### src/sv/saturating_register_alu_machine_assert.svh
// ----------------------------------------------------------------------------
// saturating register alu machine assertion macros
// clocked property checks, compiled away when SYNTHESIS is set
// ----------------------------------------------------------------------------
`ifndef SATURATING_REGISTER_ALU_MACHINE_ASSERT_SVH
`define SATURATING_REGISTER_ALU_MACHINE_ASSERT_SVH

`ifndef SYNTHESIS
// property holds at every clock edge outside reset
`define SRALU_ASSERT(name, prop, msg) \
    name: assert property (@(posedge i_clk) disable iff (!i_rst_n) (prop)) \
        else $error(msg);
// consequent holds in the cycle after the antecedent
`define SRALU_ASSERT_NEXT(name, ante, cons, msg) \
    name: assert property (@(posedge i_clk) disable iff (!i_rst_n) (ante) |=> (cons)) \
        else $error(msg);
`else
`define SRALU_ASSERT(name, prop, msg)
`define SRALU_ASSERT_NEXT(name, ante, cons, msg)
`endif

`endif

### src/sv/sralu_pkg.sv
// ----------------------------------------------------------------------------
// sralu_pkg
// shared types and constants of the saturating register alu machine
// ----------------------------------------------------------------------------
package sralu_pkg;

    localparam int REG_COUNT_DEFAULT  = 16;
    localparam int VALUE_BITS_DEFAULT = 8;

    localparam int FIELD_BITS    = 8;
    localparam int IDX_BITS      = 4;
    localparam int QUEUE_DEPTH   = 2;
    localparam int S_TDATA_BITS  = 24;
    localparam int S_TUSER_BITS  = 2;
    localparam int M_TDATA_BITS  = 16;
    localparam int CFG_ADDR_BITS = 3;
    localparam int CFG_DATA_BITS = 32;

    localparam logic signed [FIELD_BITS-1:0] UPPER_RESET = 8'h7f;
    localparam logic signed [FIELD_BITS-1:0] LOWER_RESET = 8'h80;

    // register index, taken from paddr[2]
    localparam logic CFG_IDX_UPPER = 1'b0;
    localparam logic CFG_IDX_LOWER = 1'b1;

    localparam logic [1:0] MODE_CLEAR = 2'd0;
    localparam logic [1:0] MODE_LOAD  = 2'd1;
    localparam logic [1:0] MODE_EXEC  = 2'd2;

    typedef enum logic [1:0] {
        OP_ADD,
        OP_SUB,
        OP_MUL,
        OP_DIV
    } t_op;

    typedef enum logic [1:0] {
        K_NOP,
        K_CLEAR,
        K_LOAD,
        K_EXEC
    } t_kind;

    typedef enum logic [2:0] {
        ST_IDLE,
        ST_EXEC,
        ST_CLAMP,
        ST_DIV,
        ST_DONE
    } t_state;

    typedef struct packed {
        t_kind                         kind;
        t_op                           op;
        logic [IDX_BITS-1:0]           dst;
        logic [IDX_BITS-1:0]           src_a;
        logic [IDX_BITS-1:0]           src_b;
        logic signed [FIELD_BITS-1:0]  load_value;
    } t_cmd;

endpackage

### src/sv/sralu_front.sv
// ----------------------------------------------------------------------------
// sralu_front
// accepts input transfers, classifies them and queues the commands
// ----------------------------------------------------------------------------
`include "saturating_register_alu_machine_assert.svh"

module sralu_front #(
    parameter int REG_COUNT = sralu_pkg::REG_COUNT_DEFAULT
) (
    input  logic                                  i_clk,
    input  logic                                  i_rst_n,
    input  logic                                  i_s_tvalid,
    output logic                                  o_s_tready,
    // target_index[3:0], opcode[5:4], first_source[9:6], second_source[13:10],
    // load_value[21:14], zero pad
    input  logic [sralu_pkg::S_TDATA_BITS-1:0]    i_s_tdata,
    // mode[1:0]
    input  logic [sralu_pkg::S_TUSER_BITS-1:0]    i_s_tuser,
    output logic                                  o_cmd_valid,
    input  logic                                  i_cmd_ready,
    output sralu_pkg::t_cmd                       o_cmd
);

    localparam int PTR_BITS = (sralu_pkg::QUEUE_DEPTH > 1) ? $clog2(sralu_pkg::QUEUE_DEPTH) : 1;
    localparam int CNT_BITS = $clog2(sralu_pkg::QUEUE_DEPTH + 1);
    localparam logic [6:0] RC = 7'(REG_COUNT);

    sralu_pkg::t_cmd      r_q [sralu_pkg::QUEUE_DEPTH];
    logic [PTR_BITS-1:0]  r_wr_ptr;
    logic [PTR_BITS-1:0]  r_rd_ptr;
    logic [CNT_BITS-1:0]  r_count;

    logic [3:0]           dst;
    logic [3:0]           src_a;
    logic [3:0]           src_b;
    logic                 dst_ok;
    logic                 srcs_ok;
    sralu_pkg::t_cmd      cmd_in;
    logic                 push;
    logic                 pop;

    assign dst   = i_s_tdata[3:0];
    assign src_a = i_s_tdata[9:6];
    assign src_b = i_s_tdata[13:10];

    assign dst_ok  = ({3'b000, dst} < RC);
    assign srcs_ok = ({3'b000, src_a} < RC) && ({3'b000, src_b} < RC);

    always_comb begin
        cmd_in.op         = sralu_pkg::t_op'(i_s_tdata[5:4]);
        cmd_in.dst        = dst;
        cmd_in.src_a      = src_a;
        cmd_in.src_b      = src_b;
        cmd_in.load_value = i_s_tdata[21:14];
        case (i_s_tuser)
            sralu_pkg::MODE_CLEAR: cmd_in.kind = sralu_pkg::K_CLEAR;
            sralu_pkg::MODE_LOAD:  cmd_in.kind = dst_ok ? sralu_pkg::K_LOAD : sralu_pkg::K_NOP;
            sralu_pkg::MODE_EXEC: begin
                cmd_in.kind = (dst_ok && srcs_ok) ? sralu_pkg::K_EXEC : sralu_pkg::K_NOP;
            end
            default:               cmd_in.kind = sralu_pkg::K_NOP;
        endcase
    end

    assign o_s_tready  = (r_count < CNT_BITS'(sralu_pkg::QUEUE_DEPTH));
    assign o_cmd_valid = (r_count != '0);
    assign o_cmd       = r_q[r_rd_ptr];

    assign push = i_s_tvalid && o_s_tready;
    assign pop  = o_cmd_valid && i_cmd_ready;

    always_ff @(posedge i_clk) begin
        if (push) begin
            r_q[r_wr_ptr] <= cmd_in;
        end
    end

    // pointers wrap on their own as the depth is a power of two
    always_ff @(posedge i_clk) begin
        if (!i_rst_n) begin
            r_wr_ptr <= '0;
            r_rd_ptr <= '0;
            r_count  <= '0;
        end else begin
            if (push) begin
                r_wr_ptr <= r_wr_ptr + PTR_BITS'(1);
            end
            if (pop) begin
                r_rd_ptr <= r_rd_ptr + PTR_BITS'(1);
            end
            case ({push, pop})
                2'b10:   r_count <= r_count + CNT_BITS'(1);
                2'b01:   r_count <= r_count - CNT_BITS'(1);
                default: r_count <= r_count;
            endcase
        end
    end

    `SRALU_ASSERT(a_count_max, r_count <= CNT_BITS'(sralu_pkg::QUEUE_DEPTH), "queue overfilled")
    `SRALU_ASSERT_NEXT(a_push_grows, push && !pop, r_count == $past(r_count) + CNT_BITS'(1), "push lost")
    `SRALU_ASSERT_NEXT(a_pop_shrinks, pop && !push, r_count == $past(r_count) - CNT_BITS'(1), "pop lost")

endmodule

### src/sv/sralu_div.sv
// ----------------------------------------------------------------------------
// sralu_div
// signed restoring divider, one quotient bit per cycle, truncates toward zero
// ----------------------------------------------------------------------------
module sralu_div #(
    parameter int W = sralu_pkg::VALUE_BITS_DEFAULT
) (
    input  logic                 i_clk,
    input  logic                 i_rst_n,
    input  logic                 i_start,
    input  logic signed [W-1:0]  i_dividend,
    input  logic signed [W-1:0]  i_divisor,
    output logic                 o_done,
    output logic signed [W-1:0]  o_quotient
);

    localparam int CNT_BITS = $clog2(W + 1);

    logic                 r_busy;
    logic                 r_done;
    logic [CNT_BITS-1:0]  r_cnt;
    logic [W:0]           r_rem;
    logic [W-1:0]         r_quo;
    logic [W-1:0]         r_den;
    logic                 r_neg;

    logic [W-1:0]         mag_a;
    logic [W-1:0]         mag_b;
    logic [W:0]           shifted;
    logic [W:0]           trial;

    // most negative value maps onto its own bit pattern, read as unsigned
    assign mag_a   = i_dividend[W-1] ? W'(-i_dividend) : W'(i_dividend);
    assign mag_b   = i_divisor[W-1]  ? W'(-i_divisor)  : W'(i_divisor);
    assign shifted = {r_rem[W-1:0], r_quo[W-1]};
    assign trial   = shifted - {1'b0, r_den};

    always_ff @(posedge i_clk) begin
        if (i_start) begin
            r_rem <= '0;
            r_quo <= mag_a;
            r_den <= mag_b;
            r_neg <= i_dividend[W-1] ^ i_divisor[W-1];
        end else if (r_busy) begin
            if (!trial[W]) begin
                r_rem <= trial;
                r_quo <= {r_quo[W-2:0], 1'b1};
            end else begin
                r_rem <= shifted;
                r_quo <= {r_quo[W-2:0], 1'b0};
            end
        end
    end

    always_ff @(posedge i_clk) begin
        if (!i_rst_n) begin
            r_busy <= 1'b0;
            r_done <= 1'b0;
            r_cnt  <= '0;
        end else begin
            r_done <= 1'b0;
            if (i_start) begin
                r_busy <= 1'b1;
                r_cnt  <= CNT_BITS'(W);
            end else if (r_busy) begin
                r_cnt <= r_cnt - CNT_BITS'(1);
                if (r_cnt == CNT_BITS'(1)) begin
                    r_busy <= 1'b0;
                    r_done <= 1'b1;
                end
            end
        end
    end

    assign o_done     = r_done;
    assign o_quotient = r_neg ? -$signed(r_quo) : $signed(r_quo);

endmodule

### src/sv/sralu_back.sv
// ----------------------------------------------------------------------------
// sralu_back
// executes queued commands on the register file and holds the result transfer
// ----------------------------------------------------------------------------
`include "saturating_register_alu_machine_assert.svh"

module sralu_back #(
    parameter int REG_COUNT  = sralu_pkg::REG_COUNT_DEFAULT,
    parameter int VALUE_BITS = sralu_pkg::VALUE_BITS_DEFAULT
) (
    input  logic                                  i_clk,
    input  logic                                  i_rst_n,
    input  logic                                  i_cmd_valid,
    output logic                                  o_cmd_ready,
    input  sralu_pkg::t_cmd                       i_cmd,
    input  logic signed [sralu_pkg::FIELD_BITS-1:0] i_upper,
    input  logic signed [sralu_pkg::FIELD_BITS-1:0] i_lower,
    output logic                                  o_m_tvalid,
    input  logic                                  i_m_tready,
    // register_a_value[7:0], written_value[15:8]
    output logic [sralu_pkg::M_TDATA_BITS-1:0]    o_m_tdata
);

    localparam int VB = VALUE_BITS;
    localparam int IW = (REG_COUNT > 1) ? $clog2(REG_COUNT) : 1;
    localparam int CW = 2 * VB + 1;
    localparam int FB = sralu_pkg::FIELD_BITS;

    localparam logic signed [VB-1:0] VMAX_V = {1'b0, {(VB-1){1'b1}}};
    localparam logic signed [VB-1:0] VMIN_V = {1'b1, {(VB-1){1'b0}}};
    localparam logic signed [CW-1:0] VMAX_W = {{(CW-VB){1'b0}}, VMAX_V};
    localparam logic signed [CW-1:0] VMIN_W = {{(CW-VB){1'b1}}, VMIN_V};

    sralu_pkg::t_state         r_state;
    sralu_pkg::t_state         n_state;

    logic signed [VB-1:0]      r_mem [REG_COUNT];
    logic [REG_COUNT-1:0]      r_valid;
    logic signed [VB-1:0]      r_reg0;

    sralu_pkg::t_cmd           r_cmd;
    logic signed [VB-1:0]      r_rd_a;
    logic signed [VB-1:0]      r_rd_b;
    logic                      r_va;
    logic                      r_vb;
    logic signed [CW-1:0]      r_wide;
    logic                      r_limit;
    logic signed [VB-1:0]      r_res;

    logic                      r_out_valid;
    logic [FB-1:0]             r_out_a;
    logic [FB-1:0]             r_out_w;

    logic                      pop;
    logic                      fire;
    logic                      div_start;
    logic                      div_done;
    logic signed [VB-1:0]      div_q;
    logic                      out_free;

    logic signed [VB-1:0]      op_a;
    logic signed [VB-1:0]      op_b;
    logic signed [CW-1:0]      op_a_w;
    logic signed [CW-1:0]      op_b_w;
    logic signed [2*VB-1:0]    prod;
    logic signed [CW-1:0]      wide_sel;
    logic                      is_div;
    logic                      div_special;

    logic signed [CW-1:0]      up_w;
    logic signed [CW-1:0]      lo_w;
    logic signed [CW-1:0]      lim_w;
    logic signed [CW-1:0]      fit_w;

    logic                      wr_en;
    logic signed [VB-1:0]      written;
    logic signed [VB-1:0]      reg0_next;
    logic [VB+FB-1:0]          reg0_ext;
    logic [VB+FB-1:0]          written_ext;

    // operands: entries not written since the last clear read as zero
    assign op_a   = r_va ? r_rd_a : '0;
    assign op_b   = r_vb ? r_rd_b : '0;
    assign op_a_w = {{(CW-VB){op_a[VB-1]}}, op_a};
    assign op_b_w = {{(CW-VB){op_b[VB-1]}}, op_b};
    assign prod   = op_a * op_b;

    assign is_div      = (r_cmd.kind == sralu_pkg::K_EXEC) && (r_cmd.op == sralu_pkg::OP_DIV);
    assign div_special = (op_b == '0) || ((op_a == VMIN_V) && (op_b == '1));

    always_comb begin
        if (r_cmd.kind == sralu_pkg::K_LOAD) begin
            wide_sel = {{(CW-FB){r_cmd.load_value[FB-1]}}, r_cmd.load_value};
        end else begin
            case (r_cmd.op)
                sralu_pkg::OP_ADD: wide_sel = op_a_w + op_b_w;
                sralu_pkg::OP_SUB: wide_sel = op_a_w - op_b_w;
                sralu_pkg::OP_MUL: wide_sel = {prod[2*VB-1], prod};
                default:           wide_sel = op_a_w;
            endcase
        end
    end

    // ceiling first, then floor, then the register range
    assign up_w  = {{(CW-FB){i_upper[FB-1]}}, i_upper};
    assign lo_w  = {{(CW-FB){i_lower[FB-1]}}, i_lower};
    assign lim_w = !r_limit       ? r_wide :
                   (r_wide > up_w) ? up_w  :
                   (r_wide < lo_w) ? lo_w  : r_wide;
    assign fit_w = (lim_w > VMAX_W) ? VMAX_W :
                   (lim_w < VMIN_W) ? VMIN_W : lim_w;

    assign out_free  = !r_out_valid || i_m_tready;
    assign wr_en     = r_cmd.kind inside {sralu_pkg::K_LOAD, sralu_pkg::K_EXEC};
    assign written   = wr_en ? r_res : '0;
    assign reg0_next = (r_cmd.kind == sralu_pkg::K_CLEAR)            ? '0    :
                       (wr_en && (r_cmd.dst == '0))                  ? r_res : r_reg0;
    assign reg0_ext    = {{FB{reg0_next[VB-1]}}, reg0_next};
    assign written_ext = {{FB{written[VB-1]}}, written};

    always_comb begin
        n_state   = r_state;
        pop       = 1'b0;
        fire      = 1'b0;
        div_start = 1'b0;
        case (r_state)
            sralu_pkg::ST_IDLE: begin
                if (i_cmd_valid) begin
                    pop     = 1'b1;
                    n_state = sralu_pkg::ST_EXEC;
                end
            end
            sralu_pkg::ST_EXEC: begin
                if (is_div) begin
                    if (div_special) begin
                        n_state = sralu_pkg::ST_DONE;
                    end else begin
                        div_start = 1'b1;
                        n_state   = sralu_pkg::ST_DIV;
                    end
                end else if (wr_en) begin
                    n_state = sralu_pkg::ST_CLAMP;
                end else begin
                    n_state = sralu_pkg::ST_DONE;
                end
            end
            sralu_pkg::ST_CLAMP: n_state = sralu_pkg::ST_DONE;
            sralu_pkg::ST_DIV: begin
                if (div_done) begin
                    n_state = sralu_pkg::ST_DONE;
                end
            end
            sralu_pkg::ST_DONE: begin
                if (out_free) begin
                    fire    = 1'b1;
                    n_state = sralu_pkg::ST_IDLE;
                end
            end
            default: n_state = sralu_pkg::ST_IDLE;
        endcase
    end

    always_ff @(posedge i_clk) begin
        if (!i_rst_n) begin
            r_state <= sralu_pkg::ST_IDLE;
        end else begin
            r_state <= n_state;
        end
    end

    // register file and operand reads
    always_ff @(posedge i_clk) begin
        if (pop) begin
            r_cmd  <= i_cmd;
            r_rd_a <= r_mem[IW'(i_cmd.src_a)];
            r_rd_b <= r_mem[IW'(i_cmd.src_b)];
            r_va   <= r_valid[IW'(i_cmd.src_a)];
            r_vb   <= r_valid[IW'(i_cmd.src_b)];
        end
        if (fire && wr_en) begin
            r_mem[IW'(r_cmd.dst)] <= r_res;
        end
    end

    always_ff @(posedge i_clk) begin
        case (r_state)
            sralu_pkg::ST_EXEC: begin
                r_wide  <= wide_sel;
                r_limit <= (r_cmd.kind == sralu_pkg::K_EXEC);
                if (is_div) begin
                    r_res <= (op_b == '0) ? op_a : VMAX_V;
                end else begin
                    r_res <= '0;
                end
            end
            sralu_pkg::ST_CLAMP: r_res <= fit_w[VB-1:0];
            sralu_pkg::ST_DIV: begin
                if (div_done) begin
                    r_res <= div_q;
                end
            end
            default: r_res <= r_res;
        endcase
        if (fire) begin
            r_out_a <= reg0_ext[FB-1:0];
            r_out_w <= written_ext[FB-1:0];
        end
    end

    always_ff @(posedge i_clk) begin
        if (!i_rst_n) begin
            r_valid     <= '0;
            r_reg0      <= '0;
            r_out_valid <= 1'b0;
        end else begin
            if (fire) begin
                r_reg0      <= reg0_next;
                r_out_valid <= 1'b1;
                if (r_cmd.kind == sralu_pkg::K_CLEAR) begin
                    r_valid <= '0;
                end else if (wr_en) begin
                    r_valid[IW'(r_cmd.dst)] <= 1'b1;
                end
            end else if (i_m_tready) begin
                r_out_valid <= 1'b0;
            end
        end
    end

    sralu_div #(
        .W (VB)
    ) u_div (
        .i_clk      (i_clk),
        .i_rst_n    (i_rst_n),
        .i_start    (div_start),
        .i_dividend (op_a),
        .i_divisor  (op_b),
        .o_done     (div_done),
        .o_quotient (div_q)
    );

    assign o_cmd_ready = (r_state == sralu_pkg::ST_IDLE);
    assign o_m_tvalid  = r_out_valid;
    assign o_m_tdata   = {r_out_w, r_out_a};

    `SRALU_ASSERT_NEXT(a_div_to_done, r_state == sralu_pkg::ST_DIV && div_done, r_state == sralu_pkg::ST_DONE, "divide result dropped")
    `SRALU_ASSERT_NEXT(a_fire_out, fire, o_m_tvalid && r_state == sralu_pkg::ST_IDLE, "result not presented")
    `SRALU_ASSERT_NEXT(a_clear_all, fire && r_cmd.kind == sralu_pkg::K_CLEAR, r_valid == '0 && r_reg0 == '0, "clear incomplete")

endmodule

### src/sv/saturating_register_alu_machine.sv
// ----------------------------------------------------------------------------
// saturating_register_alu_machine
// sixteen-register saturating alu machine with stream ports and apb registers
// ----------------------------------------------------------------------------
// Each input transfer clears the registers, loads one register or runs an
// add, subtract, multiply or divide command, and gives exactly one result
// transfer with register zero and the value written. The front queues up to
// two classified commands, so input transfers are taken while a result waits.
// A command in the back passes the execute state, then the clamp state for
// a load, add, subtract or multiply, the divide state for any other divide,
// where the divider produces one quotient bit per cycle, or the done state
// directly for a clear, an ignored item, a divide by zero or the one divide
// overflow. The clamp limits are to be written through the apb port only while
// the block is idle, which it does not enforce; no clearing pass follows reset.
module saturating_register_alu_machine #(
    parameter int REG_COUNT  = sralu_pkg::REG_COUNT_DEFAULT,
    parameter int VALUE_BITS = sralu_pkg::VALUE_BITS_DEFAULT
) (
    input  logic                                  i_clk,
    input  logic                                  i_rst_n,
    input  logic                                  s_axis_tvalid,
    output logic                                  s_axis_tready,
    // target_index[3:0], opcode[5:4], first_source[9:6], second_source[13:10],
    // load_value[21:14], zero pad
    input  logic [sralu_pkg::S_TDATA_BITS-1:0]    s_axis_tdata,
    // mode[1:0]
    input  logic [sralu_pkg::S_TUSER_BITS-1:0]    s_axis_tuser,
    output logic                                  m_axis_tvalid,
    input  logic                                  m_axis_tready,
    // register_a_value[7:0], written_value[15:8]
    output logic [sralu_pkg::M_TDATA_BITS-1:0]    m_axis_tdata,
    input  logic                                  psel,
    input  logic                                  penable,
    input  logic                                  pwrite,
    input  logic [sralu_pkg::CFG_ADDR_BITS-1:0]   paddr,
    input  logic [sralu_pkg::CFG_DATA_BITS-1:0]   pwdata,
    output logic [sralu_pkg::CFG_DATA_BITS-1:0]   prdata,
    output logic                                  pready
);

    localparam int FB = sralu_pkg::FIELD_BITS;
    localparam int DB = sralu_pkg::CFG_DATA_BITS;

    logic signed [FB-1:0]  r_upper;
    logic signed [FB-1:0]  r_lower;
    logic                  cfg_wr;
    logic                  cmd_valid;
    logic                  cmd_ready;
    sralu_pkg::t_cmd       cmd;

    assign pready = 1'b1;
    assign cfg_wr = psel && penable && pwrite && pready;

    always_ff @(posedge i_clk) begin
        if (!i_rst_n) begin
            r_upper <= sralu_pkg::UPPER_RESET;
            r_lower <= sralu_pkg::LOWER_RESET;
        end else if (cfg_wr) begin
            case (paddr[2])
                sralu_pkg::CFG_IDX_UPPER: r_upper <= pwdata[FB-1:0];
                sralu_pkg::CFG_IDX_LOWER: r_lower <= pwdata[FB-1:0];
                default:                  r_upper <= r_upper;
            endcase
        end
    end

    always_comb begin
        case (paddr[2])
            sralu_pkg::CFG_IDX_UPPER: prdata = {{(DB-FB){r_upper[FB-1]}}, r_upper};
            sralu_pkg::CFG_IDX_LOWER: prdata = {{(DB-FB){r_lower[FB-1]}}, r_lower};
            default:                  prdata = '0;
        endcase
    end

    sralu_front #(
        .REG_COUNT (REG_COUNT)
    ) u_front (
        .i_clk       (i_clk),
        .i_rst_n     (i_rst_n),
        .i_s_tvalid  (s_axis_tvalid),
        .o_s_tready  (s_axis_tready),
        .i_s_tdata   (s_axis_tdata),
        .i_s_tuser   (s_axis_tuser),
        .o_cmd_valid (cmd_valid),
        .i_cmd_ready (cmd_ready),
        .o_cmd       (cmd)
    );

    sralu_back #(
        .REG_COUNT  (REG_COUNT),
        .VALUE_BITS (VALUE_BITS)
    ) u_back (
        .i_clk       (i_clk),
        .i_rst_n     (i_rst_n),
        .i_cmd_valid (cmd_valid),
        .o_cmd_ready (cmd_ready),
        .i_cmd       (cmd),
        .i_upper     (r_upper),
        .i_lower     (r_lower),
        .o_m_tvalid  (m_axis_tvalid),
        .i_m_tready  (m_axis_tready),
        .o_m_tdata   (m_axis_tdata)
    );

endmodule

### config.mk
export PLATFORM = sky130hd
export DESIGN_NAME = saturating_register_alu_machine
export DESIGN_NICKNAME = d
export VERILOG_FILES = /design/src/sv/sralu_pkg.sv /design/src/sv/sralu_front.sv /design/src/sv/sralu_div.sv /design/src/sv/sralu_back.sv /design/src/sv/saturating_register_alu_machine.sv
export VERILOG_INCLUDE_DIRS = /design/src /design/src/sv
export SDC_FILE = /design/constraint.sdc
export NUM_CORES = 1
export LEC_CHECK = 0
export BUFFER_PORTS_ARGS = -buffer_cell sky130_fd_sc_hd__buf_2
export CORE_MARGIN = 5
export CORE_UTILIZATION = 35
export DETAILED_ROUTE_END_ITERATION = 12
export PLACE_DENSITY = 0.61
export SYNTH_ARGS = -nofsm -noshare
export SYNTH_HDL_FRONTEND = slang
export SYNTH_SLANG_ARGS = --single-unit
### constraint.sdc
create_clock -name i_clk -period 6.1 [get_ports i_clk]
set_clock_uncertainty 0.05 [all_clocks]
set_input_delay 1.83 -clock i_clk [delete_from_list [all_inputs] [get_ports i_clk]]
set_output_delay 1.83 -clock i_clk [all_outputs]
set_load 0.005 [all_outputs]
==> metrics <==
final RePlAce weighted congestion=about 0.87; worst-case reg-to-reg path depth=16; Cell Pwr Density=a little under 500 nW/um^2; Yosys cell types=74; Antenna Violating Nets Remaining=0; final worst-path cycle share=roughly 91%; Yosys reg bits=roughly 330; via count of the first global-routing pass=about 13,000; Vias=around 13,000; share of cells above drive strength 1=between 15 and 20%; run status=finished, final reports clean; critical path arrival=5.83 ns; worst r2r src=u_back.r_va$_DFFE_PP_; postcts setup bufs=0; Root Buffer=clkbuf_16; initial antenna violation count=3; ys flop type=edfxtp_1; startpoint types=flip-flop; clock latency at the later pin of the worst-skew pair=around 0.57 ns; Seq pwr share=between 30 and 40%; die height=approximately 250 um; R2R setup slack=approximately 0.54 ns; core footprint=54,900 sq um; CP Max Fanout=11; Sw Share=between 40% and 50%; Post-synth EDFFs=roughly 270; Max Fclk=0.180 GHz; leading area contributor after synthesis=edfxtp_1; Synth top area share=roughly two fifths; Overflow after GRT=0; Area contributors post-synth=edfxtp_1, mux4_2, dfxtp_1, ha_1, fa_1; met2 Use GR=a little over a quarter; Setup CP Type=reg -> reg; mean area per synthesized cell=between 10 and 15 sq um; WHS Endpoint=u_back.r_reg0[4]$_SDFFE_PN0P_; Final Critical Period=5.56 ns; syn nets=approximately 1,900; max_cap viols=0; GRT Total Usage=15.7%; Worst Path Required=6.36 ns; wire length per cell=~19 um; DRC Markers=0; Gate power share=roughly 46%; IO Count=119; DP HPWL=33,600 um; M1 GR Usage=a little over a fifth; start point of the worst hold path=u_back.r_reg0[4]$_SDFFE_PN0P_; # rows=86; Final Hold Vio Count=0; RSZ-0062 raised after global routing=no; pin count of the biggest net entering global routing=37; sequential cell area fraction in the yosys report=roughly 48%; synth warn=0; GRT Max-Usage Layer=met2; nets=between 1,500 and 2,000; Async SR Flop Fraction=0%; # clock sinks=approximately 330; Synth-to-Final Area Change=12.2%; final setup fails=0; hold buffers post-CTS=0; DRT Pass-1 Iters=6; TritonCTS buffer count=38; Mapped Area=slightly below 20,000 sq um; R2R Path End=u_back.r_wide[15]$_DFFE_PP_; H-tree level count=2; worst min path class=reg -> reg; Via density=5.28; final core utilization=between 30% and 40%; chip width=roughly 250 um; die area=approximately 60,000 sq um; critical path capture point type=flip-flop; # resized after CTS=0; setup_tns=0 ns; Clock Tree Buf Depth=3; met3 usage in global routing=between 3 and 4%; Peak VDD IR=between 200 and 250 uV; leakage=8.16 nW; Max Slew Vio Count=0; port buffer count=just under 90; first-pass GRT wire length=74,300 um; Internal=about 6.3 mW; Clk pwr share=21.3%; Rel. slew slack=17.6%; clock-pin slew on the worst setup and hold paths=approximately 0.05 ns; routed wire length=47,800 um; cell count after synthesis=1,663; Worst Tran Pin Value=approximately 1.2 ns; worst hold path depth=2; CTS tree=yes; switching power=between 4 and 5 mW; Starting DRT DRC Count=approximately 1,100; Starting Density=about a third
layer usage:
layer  vias to the layer above  share of wire (%)
met3                        91                7.0
li1                       6100                  -
met2                       446                 47
met1                      6418                 43
met4                         2                2.4
met5                         -              0.027
cells by family after synthesis:
group / count (synthesis) / share of synthesized area (%)
and+or+nand+nor: 494 / 11.7
muxes: 115 / 11.0
AOI/OAI and AO/OA: 279 / 9.30
adders and majority gates: 151 / 12.0
DFF: 331 / 48.1
buffers and inverters: 239 / 5.44
xor gates and xnor gates: 53 / 2.44
other: 1 / 0.0194
layout make-up:
| class | instances | area (sq um) |
|---|---|---|
| Timing Repair Buffer | 119 | 671 |
| Multi-Input combinational cell | 1093 | 9040 |
| Sequential cell | 331 | 9310 |
| Inverter | 153 | 574 |
| Clock inverter | 21 | 228 |
| Antenna cell | 2 | 5.00 |
| Tap cell | 704 | 881 |
| Clock buffer | 48 | 998 |
| Fill cell | 5225 | 33200 |
critical path, cell delays in order (launching register included):
cell and delay, ns:
edfxtp_1 0.56, nand2_1 0.44, inv_1 0.25, ha_1 0.29, fa_1 0.48, fa_1 0.52, fa_1 0.54, inv_1 0.05
fa_1 0.53, inv_1 0.04, ha_1 0.34, nand3_1 0.09, a211oi_1 0.28, nor2_1 0.09, a21oi_1 0.25, xnor2_1 0.11
a211oi_1 0.40
cell usage in the layout (no fill, tap or decap), types with 7 or more instances in the layout:
| cell type | n |
|---|---|
| a21o_1 | 10 |
| ha_1 | 94 |
| a21boi_0 | 20 |
| o21a_1 | 11 |
| clkbuf_16 | 38 |
| or3_1 | 11 |
| and2_1 | 39 |
| clkbuf_1 | 9 |
| fa_1 | 57 |
| mux2_2 | 24 |
| dfxtp_1 | 63 |
| nor3_1 | 30 |
| o21ai_0 | 49 |
| nand2_1 | 181 |
| a211oi_1 | 25 |
| xnor2_1 | 41 |
| nor2_1 | 135 |
| nand3_1 | 20 |
| nand2b_1 | 16 |
| buf_4 | 30 |
| xor2_1 | 11 |
| o31ai_1 | 10 |
| edfxtp_1 | 268 |
| inv_1 | 150 |
| buf_2 | 89 |
| o211ai_1 | 7 |
| mux4_2 | 75 |
| a31oi_1 | 22 |
| mux2i_1 | 12 |
| nand4_1 | 10 |
| nor2b_1 | 21 |
| a21oi_1 | 79 |
| clkinv_2 | 7 |
stage by stage:
stage          worst slack [ns]  hold WS (ns)  total power, mW  instance area [sq um]  cells
6_report                  0.535         0.410             10.5                  21700   2471
5_1_grt                   0.101         0.449             11.3                  21700   2470
4_1_cts                   0.552         0.415             10.6                  21700   2469
3_5_place_dp              0.555         0.407             8.31                  20500   2400
3_3_place_gp              0.604         0.400             8.24                  20500   2400
2_1_floorplan             0.318         0.394             6.98                  19300   1663
synth_stat cells, drive strengths merged (4+ instances only):
master / n
nand2b: 16
nand3: 21
o311ai: 7
a21oi: 81
a22oi: 4
nor4: 4
ha: 94
nand2: 181
a211oi: 26
mux2: 24
clkbuf: 41
xor2: 12
a21o: 10
edfxtp: 268
o31ai: 10
nor2b: 21
mux4: 75
dfxtp: 63
or3: 11
a31oi: 22
o22ai: 4
xnor2: 41
o21ai: 53
or2: 4
and2: 41
nor3: 35
nand4: 10
o21a: 11
o211ai: 8
mux2i: 16
nor2: 137
and3: 6
buf: 45
a21boi: 21
fa: 57
inv: 152
state kept, by name, summed over array words and instances (netlist names), 3 cells and up, named ones only:
register            flops
u_back.r_mem          128
u_front.r_q            48
u_back.r_cmd           16
u_back.r_valid         16
u_back.r_wide          16
r_lower                 8
r_upper                 8
u_back.r_out_a          8
u_back.r_out_w          8
u_back.r_rd_a           8
u_back.r_rd_b           8
u_back.r_reg0           8
u_back.r_res            8
u_back.u_div.r_den      8
u_back.u_div.r_quo      8
u_back.u_div.r_rem      8
u_back.u_div.r_cnt      4
u_back.r_state          3
power groups by stage:
stage / registers, mW / clock network (mW) / logic [mW]
6_report: 3.41 / 2.24 / 4.87
5_1_grt: 3.46 / 2.39 / 5.46
4_1_cts: 3.41 / 2.30 / 4.89
3_5_place_dp: 3.45 / 0 / 4.86
3_3_place_gp: 3.44 / 0 / 4.80
2_1_floorplan: 3.24 / 0 / 3.74
how the worst max path moves through the flow:
| stage | start | to | slack, ns | cells past startpoint |
|---|---|---|---|---|
| 2_1_floorplan | paddr[2] | prdata[10] | 0.32 | 4 |
| 3_3_place_gp | u_back.r_vb$_DFFE_PP_ | u_back.r_wide[15]$_DFFE_PP_ | 0.60 | 19 |
| 3_5_place_dp | u_back.r_vb$_DFFE_PP_ | u_back.r_wide[14]$_DFFE_PP_ | 0.56 | 18 |
| 4_1_cts | u_back.r_va$_DFFE_PP_ | u_back.r_wide[15]$_DFFE_PP_ | 0.55 | 16 |
| 5_1_grt | u_back.r_vb$_DFFE_PP_ | u_back.r_wide[14]$_DFFE_PP_ | 0.10 | 18 |
| 6_report | u_back.r_va$_DFFE_PP_ | u_back.r_wide[15]$_DFFE_PP_ | 0.54 | 16 |
Power figures use the tool's default switching activity.
